**src/sacl_ram.sv**
```systemverilog
`timescale 1ns / 1ps
// Generic single-port-write, single-port-read RAM with registered read data.
module sacl_ram #(
  parameter int WIDTH = 8,
  parameter int DEPTH = 16,
  localparam int AW   = (DEPTH > 1) ? $clog2(DEPTH) : 1
) (
  input  logic             clk_i,
  input  logic             we_i,
  input  logic [AW-1:0]    waddr_i,
  input  logic [WIDTH-1:0] wdata_i,
  input  logic             re_i,
  input  logic [AW-1:0]    raddr_i,
  output logic [WIDTH-1:0] rdata_o
);

  logic [WIDTH-1:0] mem_q [DEPTH];
  logic [WIDTH-1:0] rdata_q;

  always_ff @(posedge clk_i) begin
    if (we_i) begin
      mem_q[waddr_i] <= wdata_i;
    end
    if (re_i) begin
      rdata_q <= mem_q[raddr_i];
    end
  end

  assign rdata_o = rdata_q;

endmodule

```
**config.mk**
```make
export PLATFORM = sky130hd
export DESIGN_NAME = sacl_ram
export DESIGN_NICKNAME = d
export VERILOG_FILES = /design/src/sacl_ram.sv
export SDC_FILE = /design/constraint.sdc
export NUM_CORES = 1
export LEC_CHECK = 0
export BUFFER_PORTS_ARGS = -buffer_cell sky130_fd_sc_hd__buf_2
export CAP_MARGIN = 25
export CORE_ASPECT_RATIO = 0.8
export CORE_UTILIZATION = 25
export CTS_CLUSTER_DIAMETER = 120
export CTS_CLUSTER_SIZE = 40
export DETAILED_ROUTE_END_ITERATION = 6
export HOLD_SLACK_MARGIN = 0.06
export PLACE_DENSITY_LB_ADDON = 0.08
export SYNTH_ARGS = -nofsm -noshare
export SYNTH_HDL_FRONTEND = slang
export SYNTH_SLANG_ARGS = --single-unit
export TNS_END_PERCENT = 100
```
**constraint.sdc**
```tcl
create_clock -name clk_i -period 2.4 [get_ports clk_i]
set_input_delay 0.12 -clock clk_i [delete_from_list [all_inputs] [get_ports clk_i]]
set_output_delay 0.12 -clock clk_i [all_outputs]
set_load 0.005 [all_outputs]
```
After elaboration in Yosys (flattened, before gate mapping)
Memory sizes are Yosys's and may differ from the RTL's. A register that Yosys moved wholly into a read port is not among the register bits.
Cells that the tools add are included.
{"block": "word_totals", "register_bits": 0, "mem_bits_rw": 128, "inputBits": 19, "elab_cells": 3, "memories": 1}
{"name": "mem_q", "depth": 16, "width": 8, "rd": 1, "rd_ports_with_merged_regs": 1, "write_ports": 1, "line": "17", "rtl": "logic [WIDTH-1:0] mem_q [DEPTH];"}
{"block": "op_classes", "muxes": 2}
{"operator": "two-way mux 1 bit", "count": 2}

Depth between registers and ports, before layout
{"block": "logic_depth", "ltp_word": 2, "ltp_mapped": 5}

Worst setup path after synthesis
Ideal clock, no wire load.
{"block": "synth_timing", "path_type": "in2reg", "start": "in waddr_i[2]", "end": "mem mem_q[0][0], enable pin", "arrival_ps": 1230, "required_time_ps": 2017, "slack_ps": 787, "path_stages": 2, "path_buffers": 0, "path_cell_list": "or3b_2 nor3_1"}
{"item": "start, declared", "line": "10", "rtl": "input logic [AW-1:0] waddr_i,"}
{"item": "end, declared", "line": "17"}
No word-level cell before the write port.

==> impl_metrics.csv <==
group,metric,value,unit
sta,setup_violations,0,
run_status,status,"finished, final reports clean",
drt,final_antenna_net_count,0,
die,fp.dieW,164,um
die,initial_core_util,26.0,%
run,max_cap_viol_count,0,
sta,slew_headroom,68.0,%
drt,routed_wl,12000,um
clock_network,clkTransAtPathRegs,60,ps
placement,dp.cells,529,
yosys,synth_cell_type_count,18,
yosys,yosysSeqAreaShare,78.1,%
sta,rsz0062_at_grt,"no",
sta,tightest_slew,480,ps
finish,ff_latch_area,0.00408,mm2
critical_path,cp-start-kind,"flip-flop",
critical_path,cp.required,2550,ps
finish,area_growth,23.1,%
grt,grt_start_max_net_pins,33,
clock_network,clock_latency,410,ps
die,die_area,0.0215,mm2
yosys,syn_area,0.00523,mm2
critical_path,cp_cell_sequence,"mux4_1, a22oi_1, nand2_1",
power_and_ir_drop,ir_drop,361,uV
drt,post-route-drc-count,0,
power_and_ir_drop,clkPwrFrac,49.5,%
clock_network,cts-root-buf,"clkbuf_16",
finish,layout-drive-gt1-share,31.6,%
die,io_pins,27,
critical_path,r2r_start,"mem_q[10][5]",
yosys,synth_nets,248,
critical_path,cp_num_buf_inv,0,
power_and_ir_drop,switching_share,18.9,%
power_and_ir_drop,pwr_density_cell,906,mW/mm2
clock_network,cts_resized,0,
clock_network,hold_buffers,0,
power_and_ir_drop,power_leakage,0.00214,uW
die,rows,46,
finish,final_cell_mix,"edfxtp_1, buf_2, mux4_2, buf_4, clkbuf_16",
die,die_h,131,um
critical_path,critical_path_class,"reg -> reg",
critical_path,max_stage_delay,490,ps
power_and_ir_drop,intPower,4730,uW
grt,overflow,0,
critical_path,endpoint_kind,"flip-flop",
yosys,syn_inst,229,
finish,multiInputGateArea,0.00106,mm2
critical_path,worstPathArrival,1600,ps
drt,wire_per_inst,21.4,um
drt,dr.pass1.iters,4,
sta,fmax,689,MHz
drt,dr.first_iter.drc_count,147,
finish,n_antenna_cell,0,
finish,final_cells,561,
clock_network,cts_tree,"yes",
critical_path,critPathMaxFanout,1,
hold_path,holdCritStartpoint,"re_i",
sta,skew,9.72,ps
die,core_area,0.0201,mm2
grt,grt_pass1_wl,17600,um
hold_path,worstHoldEndpoint,"rdata_o[2]",
sta,tns,0,ps
finish,layout_commonest_cell,"edfxtp_1",
placement,globalplace.congestion,0.657,
drt,vias_per_cell,4.31,
power_and_ir_drop,pwr-share-seq,46.1,%
grt,grt.total_usage,12.1,%
yosys,ys.warnings.count,0,
placement,portBuffers,26,
clock_network,cts_sinks,136,
critical_path,critical_path.top_delay_family,"multiplexers",
hold_path,worstHoldPathCells,1,
finish,num-fill-cells,1955,
clock_network,clock_path_buffers,2,
critical_path,reg2reg_slack,950,ps
clock_network,cts.htree.levels,4,
critical_path,cp_num_cells,3,
grt,antenna_found_initial,0,
critical_path,slowest_stage,"mux4_1",
yosys,synth_area_per_cell,22.8,um2
yosys,ys_ff_latch,136,
hold_path,hold_class,"in -> reg",
sta,finalHoldViolations,0,
sta,drv_slew,0,
clock_network,cts-buffers-inserted,17,
critical_path,r2r-end,"rdata_o[5]",
finish,final_nets,303,
sta,period_needed,1450,ps
power_and_ir_drop,combPwrFrac,4.4,%
power_and_ir_drop,power.switching,1100,uW
clock_network,cts_setup_buffers,0,
sta,whs,97.9,ps
grt,grt_pass1_vias,2505,
drt,vias,2417,
critical_path,r2r_cells,3,
sta,finalCritPeriodShare,60.5,%
placement,place_hpwl,7580,um
-- logic make-up after synthesis --
logic type             after synthesis  synth area share [%]
flip-flops                         136                  78.1
AND/OR/NAND/NOR                     35                  3.14
multiplexers                        32                  14.8
AO/OA/AOI/OAI                       16                  2.30
buffers and inverters               10                  1.65
-- cells in the mapped netlist --
cell / n / area share [%]
buf_2: 3 / 0.29
nand2_1: 9 / 0.65
nand2b_1: 2 / 0.24
buf_4: 1 / 0.14
mux4_1: 14 / 7.0
buf_6: 3 / 0.65
or3b_2: 1 / 0.17
a22oi_1: 16 / 2.3
nor3_1: 4 / 0.38
clkdlybuf4s25_2: 3 / 0.57
nand3_1: 1 / 0.096
nor2_1: 13 / 0.93
edfxtp_1: 136 / 78
nand3b_1: 2 / 0.29
mux4_2: 18 / 7.8
nor2b_1: 1 / 0.12
and2_1: 1 / 0.12
and2b_1: 1 / 0.14
-- worst max path at each step --
stage / end / from
after global routing: rdata_o[0] / mem_q[8][0]
final: rdata_o[5] / mem_q[10][5]
after floorplan: mem_q[0][0] / waddr_i[2]
after CTS: rdata_o[5] / mem_q[10][5]
after detailed placement: rdata_o[5] / raddr_i[0]
after global placement: rdata_o[5] / raddr_i[0]
-- metrics by stage --
step	area (um2)	setup WS, ps	util (%)	total power (uW)
after global placement	5780	645	28.7	3000
final	6440	949	32.0	5830
after global routing	6440	840	32.0	6030
after detailed placement	5780	630	28.7	3010
after floorplan	5230	787	-	2870
after CTS	6440	909	32.0	5920
-- sequential cells by signal, indices dropped and copies added (netlist names) --
| register | cells |
|---|---|
| rdata_o | 8 |
| mem_q | 128 |
-- worst register-to-register path, stage by stage (launching register included) --
cell	delay [ps]
edfxtp_1	360
mux4_1	490
a22oi_1	270
nand2_1	80
-- power by group through the flow --
stage | sequential (uW) | clock (uW) | combinational (uW)
detailed placement | 2740 | 0 | 264
finish | 2690 | 2890 | 255
floorplan | 2740 | 0 | 135
CTS | 2690 | 2960 | 264
global route | 2700 | 3050 | 283
global placement | 2740 | 0 | 262
-- metal layers --
layer	wire [um]	GRT usage, %	vias to the layer above
li1	-	-	1093
met1	6140	18.0	1268
met2	5290	16.6	50
met3	483	3.79	6
met4	95	3.70	0
met5	0	0	-
-- cell type report --
class	instances	share of cell area, %
multi-input cells	83	16.4
repair buffers	46	4.74
flip-flops and latches	136	63.4
clock buffers	20	6.78
clock inverters	12	3.48
well taps	264	5.13
Power figures use the tool's default switching activity.
