==> config.mk <==
export PLATFORM = sky130hd
export DESIGN_NAME = sacl_way_sel
export DESIGN_NICKNAME = d
export VERILOG_FILES = /design/src/sacl_pkg.sv /design/src/sacl_way_sel.sv
export SDC_FILE = /design/constraint.sdc
export NUM_CORES = 1
export LEC_CHECK = 0
export BUFFER_PORTS_ARGS = -buffer_cell sky130_fd_sc_hd__buf_2
export CORE_MARGIN = 5
export CORE_UTILIZATION = 46
export DETAILED_ROUTE_END_ITERATION = 10
export GPL_TIMING_DRIVEN = 0
export PLACE_DENSITY = 0.85
export SYNTH_ARGS = -nofsm -noshare
export SYNTH_HDL_FRONTEND = slang
export SYNTH_SLANG_ARGS = --single-unit
export TNS_END_PERCENT = 30
==> constraint.sdc <==
create_clock -name vclk -period 6.85
set_clock_uncertainty 0.05 [all_clocks]
set_input_delay 0.3425 -clock vclk [all_inputs]
set_output_delay 0.3425 -clock vclk [all_outputs]
set_load 0.01 [all_outputs]
==> src/sacl_pkg.sv <==
`timescale 1ns / 1ps
// Shared geometry, entry layout and register codes of the cache tag controller.
package sacl_pkg;

  localparam int NUM_SETS    = 64;
  localparam int NUM_WAYS    = 4;
  localparam int BLOCK_BYTES = 32;

  localparam int ADDR_W  = 32;
  localparam int WORD_W  = 32;
  localparam int STAMP_W = 32;
  localparam int OFFS_W  = $clog2(BLOCK_BYTES);
  localparam int SET_W   = (NUM_SETS > 1) ? $clog2(NUM_SETS) : 1;
  localparam int TAG_W   = ADDR_W - OFFS_W - $clog2(NUM_SETS);
  localparam int WAY_W   = 2;

  // One way of a set row; valid bits live in flops outside the RAM.
  typedef struct packed {
    logic [TAG_W-1:0]   tag;
    logic               dirty;
    logic [STAMP_W-1:0] stamp;
  } way_entry_t;

  typedef way_entry_t [NUM_WAYS-1:0] set_row_t;

  localparam int ROW_W = $bits(set_row_t);

  // Result of the tag match and victim search over one set.
  typedef struct packed {
    logic             hit;
    logic [WAY_W-1:0] hit_way;
    logic [WAY_W-1:0] victim_way;
  } lookup_t;

  typedef enum logic {
    CFG_WRITE_ALLOCATE  = 1'b0,
    CFG_WRITE_BACK_MODE = 1'b1
  } cfg_idx_e;

  typedef enum logic [1:0] {
    ST_IDLE   = 2'b01,
    ST_LOOKUP = 2'b10
  } ctrl_state_e;

endpackage

==> src/sacl_way_sel.sv <==
`timescale 1ns / 1ps
// Tag match and LRU victim search over the ways of one set row.
module sacl_way_sel
  import sacl_pkg::*;
(
  input  set_row_t            row_i,
  input  logic [NUM_WAYS-1:0] valid_i,
  input  logic [TAG_W-1:0]    tag_i,
  output lookup_t             lookup_o
);

  logic               hit;
  logic [WAY_W-1:0]   hit_way;
  logic               any_free;
  logic [WAY_W-1:0]   free_way;
  logic [WAY_W-1:0]   old_way;
  logic [STAMP_W-1:0] old_stamp;

  always_comb begin
    hit      = 1'b0;
    hit_way  = '0;
    any_free = 1'b0;
    free_way = '0;
    // scan downward so the lowest way wins
    for (int w = NUM_WAYS - 1; w >= 0; w--) begin
      if (valid_i[w] && (row_i[w].tag == tag_i)) begin
        hit     = 1'b1;
        hit_way = WAY_W'(w);
      end
      if (!valid_i[w]) begin
        any_free = 1'b1;
        free_way = WAY_W'(w);
      end
    end
  end

  // oldest stamp, ties stay with the lower way
  always_comb begin
    old_way   = '0;
    old_stamp = row_i[0].stamp;
    for (int w = 1; w < NUM_WAYS; w++) begin
      if (row_i[w].stamp < old_stamp) begin
        old_way   = WAY_W'(w);
        old_stamp = row_i[w].stamp;
      end
    end
  end

  assign lookup_o.hit        = hit;
  assign lookup_o.hit_way    = hit_way;
  assign lookup_o.victim_way = any_free ? free_way : old_way;

endmodule

======== Word-level counts from Yosys, hierarchy flattened ========
Index checks and enable logic that the tools add are counted.
operators by class
  mux-type cells .......................... 22
  order comparisons ....................... 3
  reduce and logical (&&, ||, !) cells .... 4
  equality and inequality tests ........... 4
operators by type and width
  kind                 count
  $lt A32 B32 Y1       3
  $eq A21 B21 Y1       4
  $mux W32             2
  $mux W2              11
  $mux W1              9
  $logic_and A1 B1 Y1  4
word-level totals
  output and inout port bits .............. 5
  bits in registers ....................... 0
  word-level logic and storage cells ...... 33

======== Longest topological paths before layout ========
Gate-level depths: netlist of the first run.
  depth after elaboration ................. 7
  gate-level depth with buffers ........... 28
  mapped depth without buffers ............ 26

======== Least setup slack after synthesis of the first run ========
No wires, ideal clock.
  kind .................................... in2out
  start ................................... in row_i[19] (netlist bit)
  end ..................................... out lookup_o[0] (netlist bit)
  stages .................................. 27
  slack ................................... 0.697 ns
  path buffers ............................ 2
  data arrival time ....................... 5.761 ns
  cell sequence ........................... inv_1 ha_1 a21oi_1 o21ai_0 a221oi_1 nand2_1 o21ai_2 buf_4 mux2i_1 ha_1 and3_1 a221o_1 a31oi_1 o22ai_1 or3_4 a21oi_4 buf_6 mux2_2 ha_1 nand4_1 or3_1 o31a_1 o21ai_0 a21oi_1 nand3_1 a2bb2oi_1 o21ai_1
RTL lines
  what                RTL line           text
  start: declaration  sacl_way_sel.sv:6  input set_row_t row_i,
  end: declaration    sacl_way_sel.sv:9  output lookup_t lookup_o

==> results.md, run 1 <==
* Uppermost layer routed: met5
* Max Transition Viols Final at 0
* Tot Pwr at 574 uW
* Tmin final at 6630 ps
* GP Congestion at 0.927
* Core box area at 8640 sq um
* Syn Nets at 855
* Leakage at 3.21 nW
* Die Span X at 104 um
* Avg Cell Area, Syn at 7.77 sq um
* Multi-input gate area at 4040 sq um
* Die H at 104 um
* Wire length on met3 at 1.14 mm
* Sw frac at 0.481
* Psw at 276 uW
* Routed via count at 4877
* YS warnings at 0
* Register share of total power at 0
* Max-Cap Viols at 0
* Internal power at 298 uW
* 1st-iter DRT viols at 144
* Critical Path AT at 6240 ps
* Total grt overflow at 0
* Status: finished clean
* IO Port Bufs at 242
* Yosys cell types at 46
* Cell taking the most area after synthesis: ha_1
* Required @ worst endpoint at 6460 ps
* Hold Fails Final Rpt at 0
* Starting Density at 0.469
* FF+latch area at 0 sq um
* Fillers at 718
* Largest net degree at the start of global routing at 11
* Initial antenna violation count at 2
* CP peak stage delay at 420 ps
* First-pass GRT wire length at 22.3 mm
* Comb power frac at 1.000
* Final setup fails at 0
* Crit path from: row_i[19]
* Critical hold path startpoint: valid_i[0]
* Area of the mapped netlist at 4050 sq um
* Final HPWL DP at 13.1 mm
* Number of global-route vias before repair at 4872
* GRT Overall Usage at 0.244
* FFs & Latches at 0
* CP Class: input pin to primary output
* ANT nets after route at 0
* Worst slack, placed at -597 ps
* Layout cell share with drive strength beyond 1 at 0.439
* Most frequent CP cell: buf_4
* Max-slew headroom at 0.723
* Endpoint class of the critical path: primary output
* Final worst setup slack at 221 ps
* Routed met1 length at 5.50 mm
* Synth top area share at 0.287
* Top-Level Pins at 246
* Die footprint at 10800 sq um
* Slew @ Worst Pin at 405 ps
* PwrDens at 96.7 nW/um^2
* Max Clock Freq at 151 MHz
* Startpoint types: input pin
* Clock power frac at 0
* Vias/cell at 5.46
* Nets at 1121
* Post-synthesis sequential area ratio at 0
* WL met2 at 8.11 mm
* CP max stage cell: or3_4
* Synth Instances at 521
* Peak VDD IR at 0.0504 mV
* Hold Crit Class: input pin to primary output
* Final Cycle Share at 0.968
* CLK BUF at 0
* Final routed DRC violation total at 0
* CP Max Fanout at 7
* WL per Instance at 17.2 um
* Layout area overhead at 46.6%
* DR pass1 iterations at 4
* Synth area leaders: ha_1 (29%), xor2_1 (9.7%), xnor2_1 (8.4%)
* Num rows at 34
* Final wirelength at 15.4 mm
## critical path: cells and delay by family
family                     cells  cell delay (ps)
muxes                          2              580
AOI/OAI and AO/OA             14             2340
buffers and inverters          8             1100
adders and majority gates      3              800
and+or+nand+nor                4             1050
## cells in the final DEF (no fill, tap or decap), types with 20 or more instances in the layout
cell     instances
a21oi_1         26
xnor2_1         39
xor2_1          45
mux2_2          28
inv_1           65
nand4_1         26
mux2i_1         21
nand2_1         27
buf_2          240
buf_4           20
ha_1            86
## metal layers
metal / global-route usage / vias up
li1: - / 2419
met1: 0.255 / 2206
met2: 0.469 / 205
met3: 0.0578 / 45
met4: 0.0833 / 2
met5: 0 / -
## power groups by stage
stage               sequential, mW     clock, mW  combinational, mW
floorplan                        0             0              0.308
global placement                 0             0              0.463
detailed placement               0             0              0.474
CTS                              0             0              0.499
global route                     0  0.0000000195              0.631
finish                           0  0.0000000195              0.574
## cell families (layout without fill, tap and decap cells)
family                     count (synthesis)  in the layout  synth area share
xor gates and xnor gates                  84             84             0.182
and+or+nand+nor                          118            118             0.153
AOI/OAI and AO/OA                         91             91             0.138
adders and majority gates                 93             93             0.287
other                                      0              1                 0
buffers and inverters                     73            337            0.0769
muxes                                     62             62             0.163
## repair_timing
action / 4_1_cts / 5_1_grt
gates cloned: 0 / 2
setup buffers: 6 / 14
pin swaps: 2 / 20
endpoints found under the setup margin: 2 / 2
hold buffers: 0 / 0
resized for setup: 18 / 56
## per-stage QoR
stage	setup TNS, ps	area (sq um)	hold WS, ps	instances	util
4_1_cts	0	5520	995	877	0.640
2_1_floorplan	0	4050	758	521	-
3_5_place_dp	-1190	5400	993	871	0.625
3_3_place_gp	-969	5400	994	871	0.625
6_report	0	5940	990	894	0.687
5_1_grt	-136	5940	1030	894	0.687
## area by class of cell
type,instances,area share
multi-input combinational,448,0.681
antenna,1,0.000421
buffer,7,0.0162
tap,108,0.0228
timing repair buffer,264,0.238
inverter,66,0.0417
## final timing paths
path	to	slack, ps	cells after the start
setup / recovery	lookup_o[1]	220	31
hold / removal	lookup_o[0]	990	4
## synthesized netlist by cell type (2+ instances only)
cell,instances
nand2b_1,2
a31oi_1,2
nor2b_1,4
a211oi_1,4
mux2i_1,31
nor3_1,6
mux2_2,29
xnor2_1,39
nor2_1,19
nand2_1,28
buf_4,4
and4_1,2
a21oi_1,31
o21ai_1,3
nor4_1,15
xor2_1,45
a221oi_1,2
a2111oi_0,2
buf_6,3
o22ai_1,2
o21ai_0,24
nand4_1,26
nand3_1,11
mux2_1,2
ha_1,93
a21o_1,7
inv_1,66
Power figures use the tool's default switching activity.
==> inputs of run 2 (changes only) <==
ABC_AREA = 1   (was default)
PLACE_DENSITY = 0.86   (was 0.85)
==> results.md, run 2 <==
* First-pass GRT wire length at 24.1 mm (was 22.3 mm)
* Hold Crit Class: input pin to primary output (unchanged)
* Synth top area share at 0.299 (was 0.287)
* GP Congestion at 0.959 (was 0.927)
* Final routed DRC violation total at 0 (unchanged)
* Nets at 1215 (was 1121)
* Unrepaired setup endpoints after global routing: false
* CP peak stage delay at 440 ps (was 420 ps)
* Most frequent cells in the layout: buf_2 (240), nand2_1 (165), ha_1 (93), o21ai_0 (83), inv_1 (74) (was buf_2 (240), ha_1 (86), inv_1 (65), xor2_1 (45), xnor2_1 (39))
* Top post-synthesis cells by count: nand2_1 (165), ha_1 (93), o21ai_0 (83), inv_1 (74), a21oi_1 (40) (was ha_1 (93), inv_1 (66), xor2_1 (45), xnor2_1 (39))
* Die Span X at 102 um (was 104 um)
* CP max stage cell: clkbuf_1 (was or3_4)
* Max-Cap Viols at 0 (unchanged)
* Worst slack, placed at 875 ps (was -597 ps)
* Cell taking the most area after synthesis: ha_1 (unchanged)
* DR pass1 iterations at 5 (was 4)
* Syn Nets at 973 (was 855)
* Slew @ Worst Pin at 555 ps (was 405 ps)
* Register share of total power at 0 (about the same)
* Synth area leaders: ha_1 (30%), nand2_1 (16%), o21ai_0 (11%) (was ha_1 (29%), xor2_1 (9.7%), xnor2_1 (8.4%))
* Most frequent CP cell: nand2_1 (was buf_4)
* WHS at 972 ps (was 990 ps)
* Peak VDD IR at 0.0608 mV (was 0.0504 mV)
* Post-CTS resize count at 0 (was 18)
* Most numerous cell in the Yosys netlist: nand2_1 (was ha_1)
* Post-synthesis sequential area ratio at 0 (unchanged)
* 1st-iter DRT viols at 235 (was 144)
* Final setup fails at 0 (unchanged)
* Crit path from: row_i[15] (was row_i[19])
* Critical hold path startpoint: valid_i[0] (unchanged)
* Synth Instances at 639 (was 521)
* Util after Layout at 0.637 (was 0.687)
* Max Transition Viols Final at 0 (unchanged)
* Final worst setup slack at 771 ps (was 221 ps)
* FF+latch area at 0 sq um (unchanged)
* Sw frac at 0.581 (was 0.481)
* GRT Overall Usage at 0.283 (was 0.244)
* Tmin final at 6080 ps (was 6630 ps)
* Core box area at 8220 sq um (was 8640 sq um)
* Initial antenna violation count at 3 (was 2)
* Die footprint at 10400 sq um (was 10800 sq um)
* Num rows at 33 (was 34)
* Total grt overflow at 0 (unchanged)
* Endpoint class of the critical path: primary output (unchanged)
* Number of global-route vias before repair at 5435 (was 4872)
* Most common cell after layout, fill and taps aside: buf_2 (unchanged)
* Critical Path AT at 5690 ps (was 6240 ps)
* Startpoint types: input pin (unchanged)
* Layout area overhead at 34.5% (was 46.6%)
* Hold Fails Final Rpt at 0 (unchanged)
* Post-CTS setup buffer count at 0 (was 6)
* Final wirelength at 15.5 mm (was 15.4 mm)
* CP Max Fanout at 10 (was 7)
* YS warnings at 0 (unchanged)
* Starting Density at 0.473 (was 0.469)
* Max Clock Freq at 165 MHz (was 151 MHz)
* Routed via count at 5465 (was 4877)
* FFs & Latches at 0 (unchanged)
* Required @ worst endpoint at 6460 ps (about the same)
* Final Cycle Share at 0.887 (was 0.968)
* Vias/cell at 5.53 (was 5.46)
* Layout cell share with drive strength beyond 1 at 0.295 (was 0.439)
* ANT nets after route at 0 (unchanged)
* Status: finished clean (unchanged)
* WL per Instance at 15.7 um (was 17.2 um)
* Area of the mapped netlist at 3890 sq um (was 4050 sq um)
* Setup TNS at 0 ps (unchanged)
* Leakage at 2.98 nW (was 3.21 nW)
* Avg Cell Area, Syn at 6.09 sq um (was 7.77 sq um)
* Die H at 102 um (was 104 um)
* IO Port Bufs at 240 (was 242)
* PwrDens at 90.1 nW/um^2 (was 96.7 nW/um^2)
* CLK BUF at 0 (unchanged)
* Psw at 274 uW (was 276 uW)
* CP Class: input pin to primary output (unchanged)
* Multi-input gate area at 3540 sq um (was 4040 sq um)
* Largest net degree at the start of global routing at 11 (unchanged)
* Final HPWL DP at 14.1 mm (was 13.1 mm)
* Cts hold-fix bufs at 0 (unchanged)
* Yosys cell types at 39 (was 46)
* Crit path to: lookup_o[1] (unchanged)
* Max-slew headroom at 0.630 (was 0.723)
* Clock power frac at 0 (about the same)
* Top-Level Pins at 246 (unchanged)
* Comb power frac at 1.000 (about the same)
* Internal power at 198 uW (was 298 uW)
* Fillers at 836 (was 718)
-- run 2: cell types whose count changed in the layout (fill, tap and decap cells not counted), moves of 9 or more --
cell      before  now
o21ai_0       17   83
clkbuf_1       0   14
mux2_2        28    0
xor2_1        45   17
a21oi_1       26   40
inv_1         65   74
nand2_1       27  165
mux2i_1       21    0
nand4_1       26   14
buf_4         20    1
xnor2_1       39    5
o22ai_1        2   19
a211oi_1       1   13
-- run 2: cells by family after synthesis --
| kind of cell | share of synthesized area |
|---|---|
| buffers and inverters | 0.0888 |
| AO/OA/AOI/OAI | 0.287 |
| AND/OR/NAND/NOR | 0.275 |
| XOR/XNOR | 0.0495 |
| adder cells (fa/ha/maj) | 0.299 |
-- run 2: how the worst min path moves through the flow --
stage               slack, ps           to  depth (start not counted)
finish                    970  lookup_o[0]                          4
global route             1010  lookup_o[0]                          4
CTS                       970  lookup_o[0]                          4
detailed placement        970  lookup_o[0]                          4
global placement          970  lookup_o[0]                          4
floorplan                 750  lookup_o[1]                          2
-- run 2: critical path: cells and delay by family --
kind                     cells  cell delay (ps)
AND/OR/NAND/NOR             15             2020
AO/OA/AOI/OAI                7             1230
buffers and inverters        6             1170
adder cells (fa/ha/maj)      3              910
-- run 2: layout make-up --
| cell class | instances | area share |
|---|---|---|
| Tap cell | 105 | 0.0251 |
| Buffer | 15 | 0.0115 |
| Multi-Input combinational cell | 548 | 0.677 |
| Timing Repair Buffer | 240 | 0.230 |
| Antenna cell | 4 | 0.00191 |
| Inverter | 76 | 0.0545 |
-- run 2: through the flow --
step | power [mW] | area, sq um | cells
final | 0.472 | 5230 | 988
after global routing | 0.541 | 5230 | 986
after CTS | 0.469 | 5220 | 984
after detailed placement | 0.468 | 5220 | 984
after global placement | 0.454 | 5220 | 984
after floorplan | 0.297 | 3890 | 639
-- run 2: power groups by stage --
stage	combinational [mW]	clock [mW]	sequential, mW
global placement	0.454	0	0
global route	0.541	0.0000000390	0
floorplan	0.297	0	0
CTS	0.469	0	0
finish	0.472	0.0000000782	0
detailed placement	0.468	0	0
-- run 2: per-layer routing --
metal	track usage	up-vias	routed length, um
met5	0	-	7
met4	0.0868	2	579
met3	0.0389	50	1290
met2	0.527	275	7460
met1	0.331	2379	6140
li1	-	2759	-
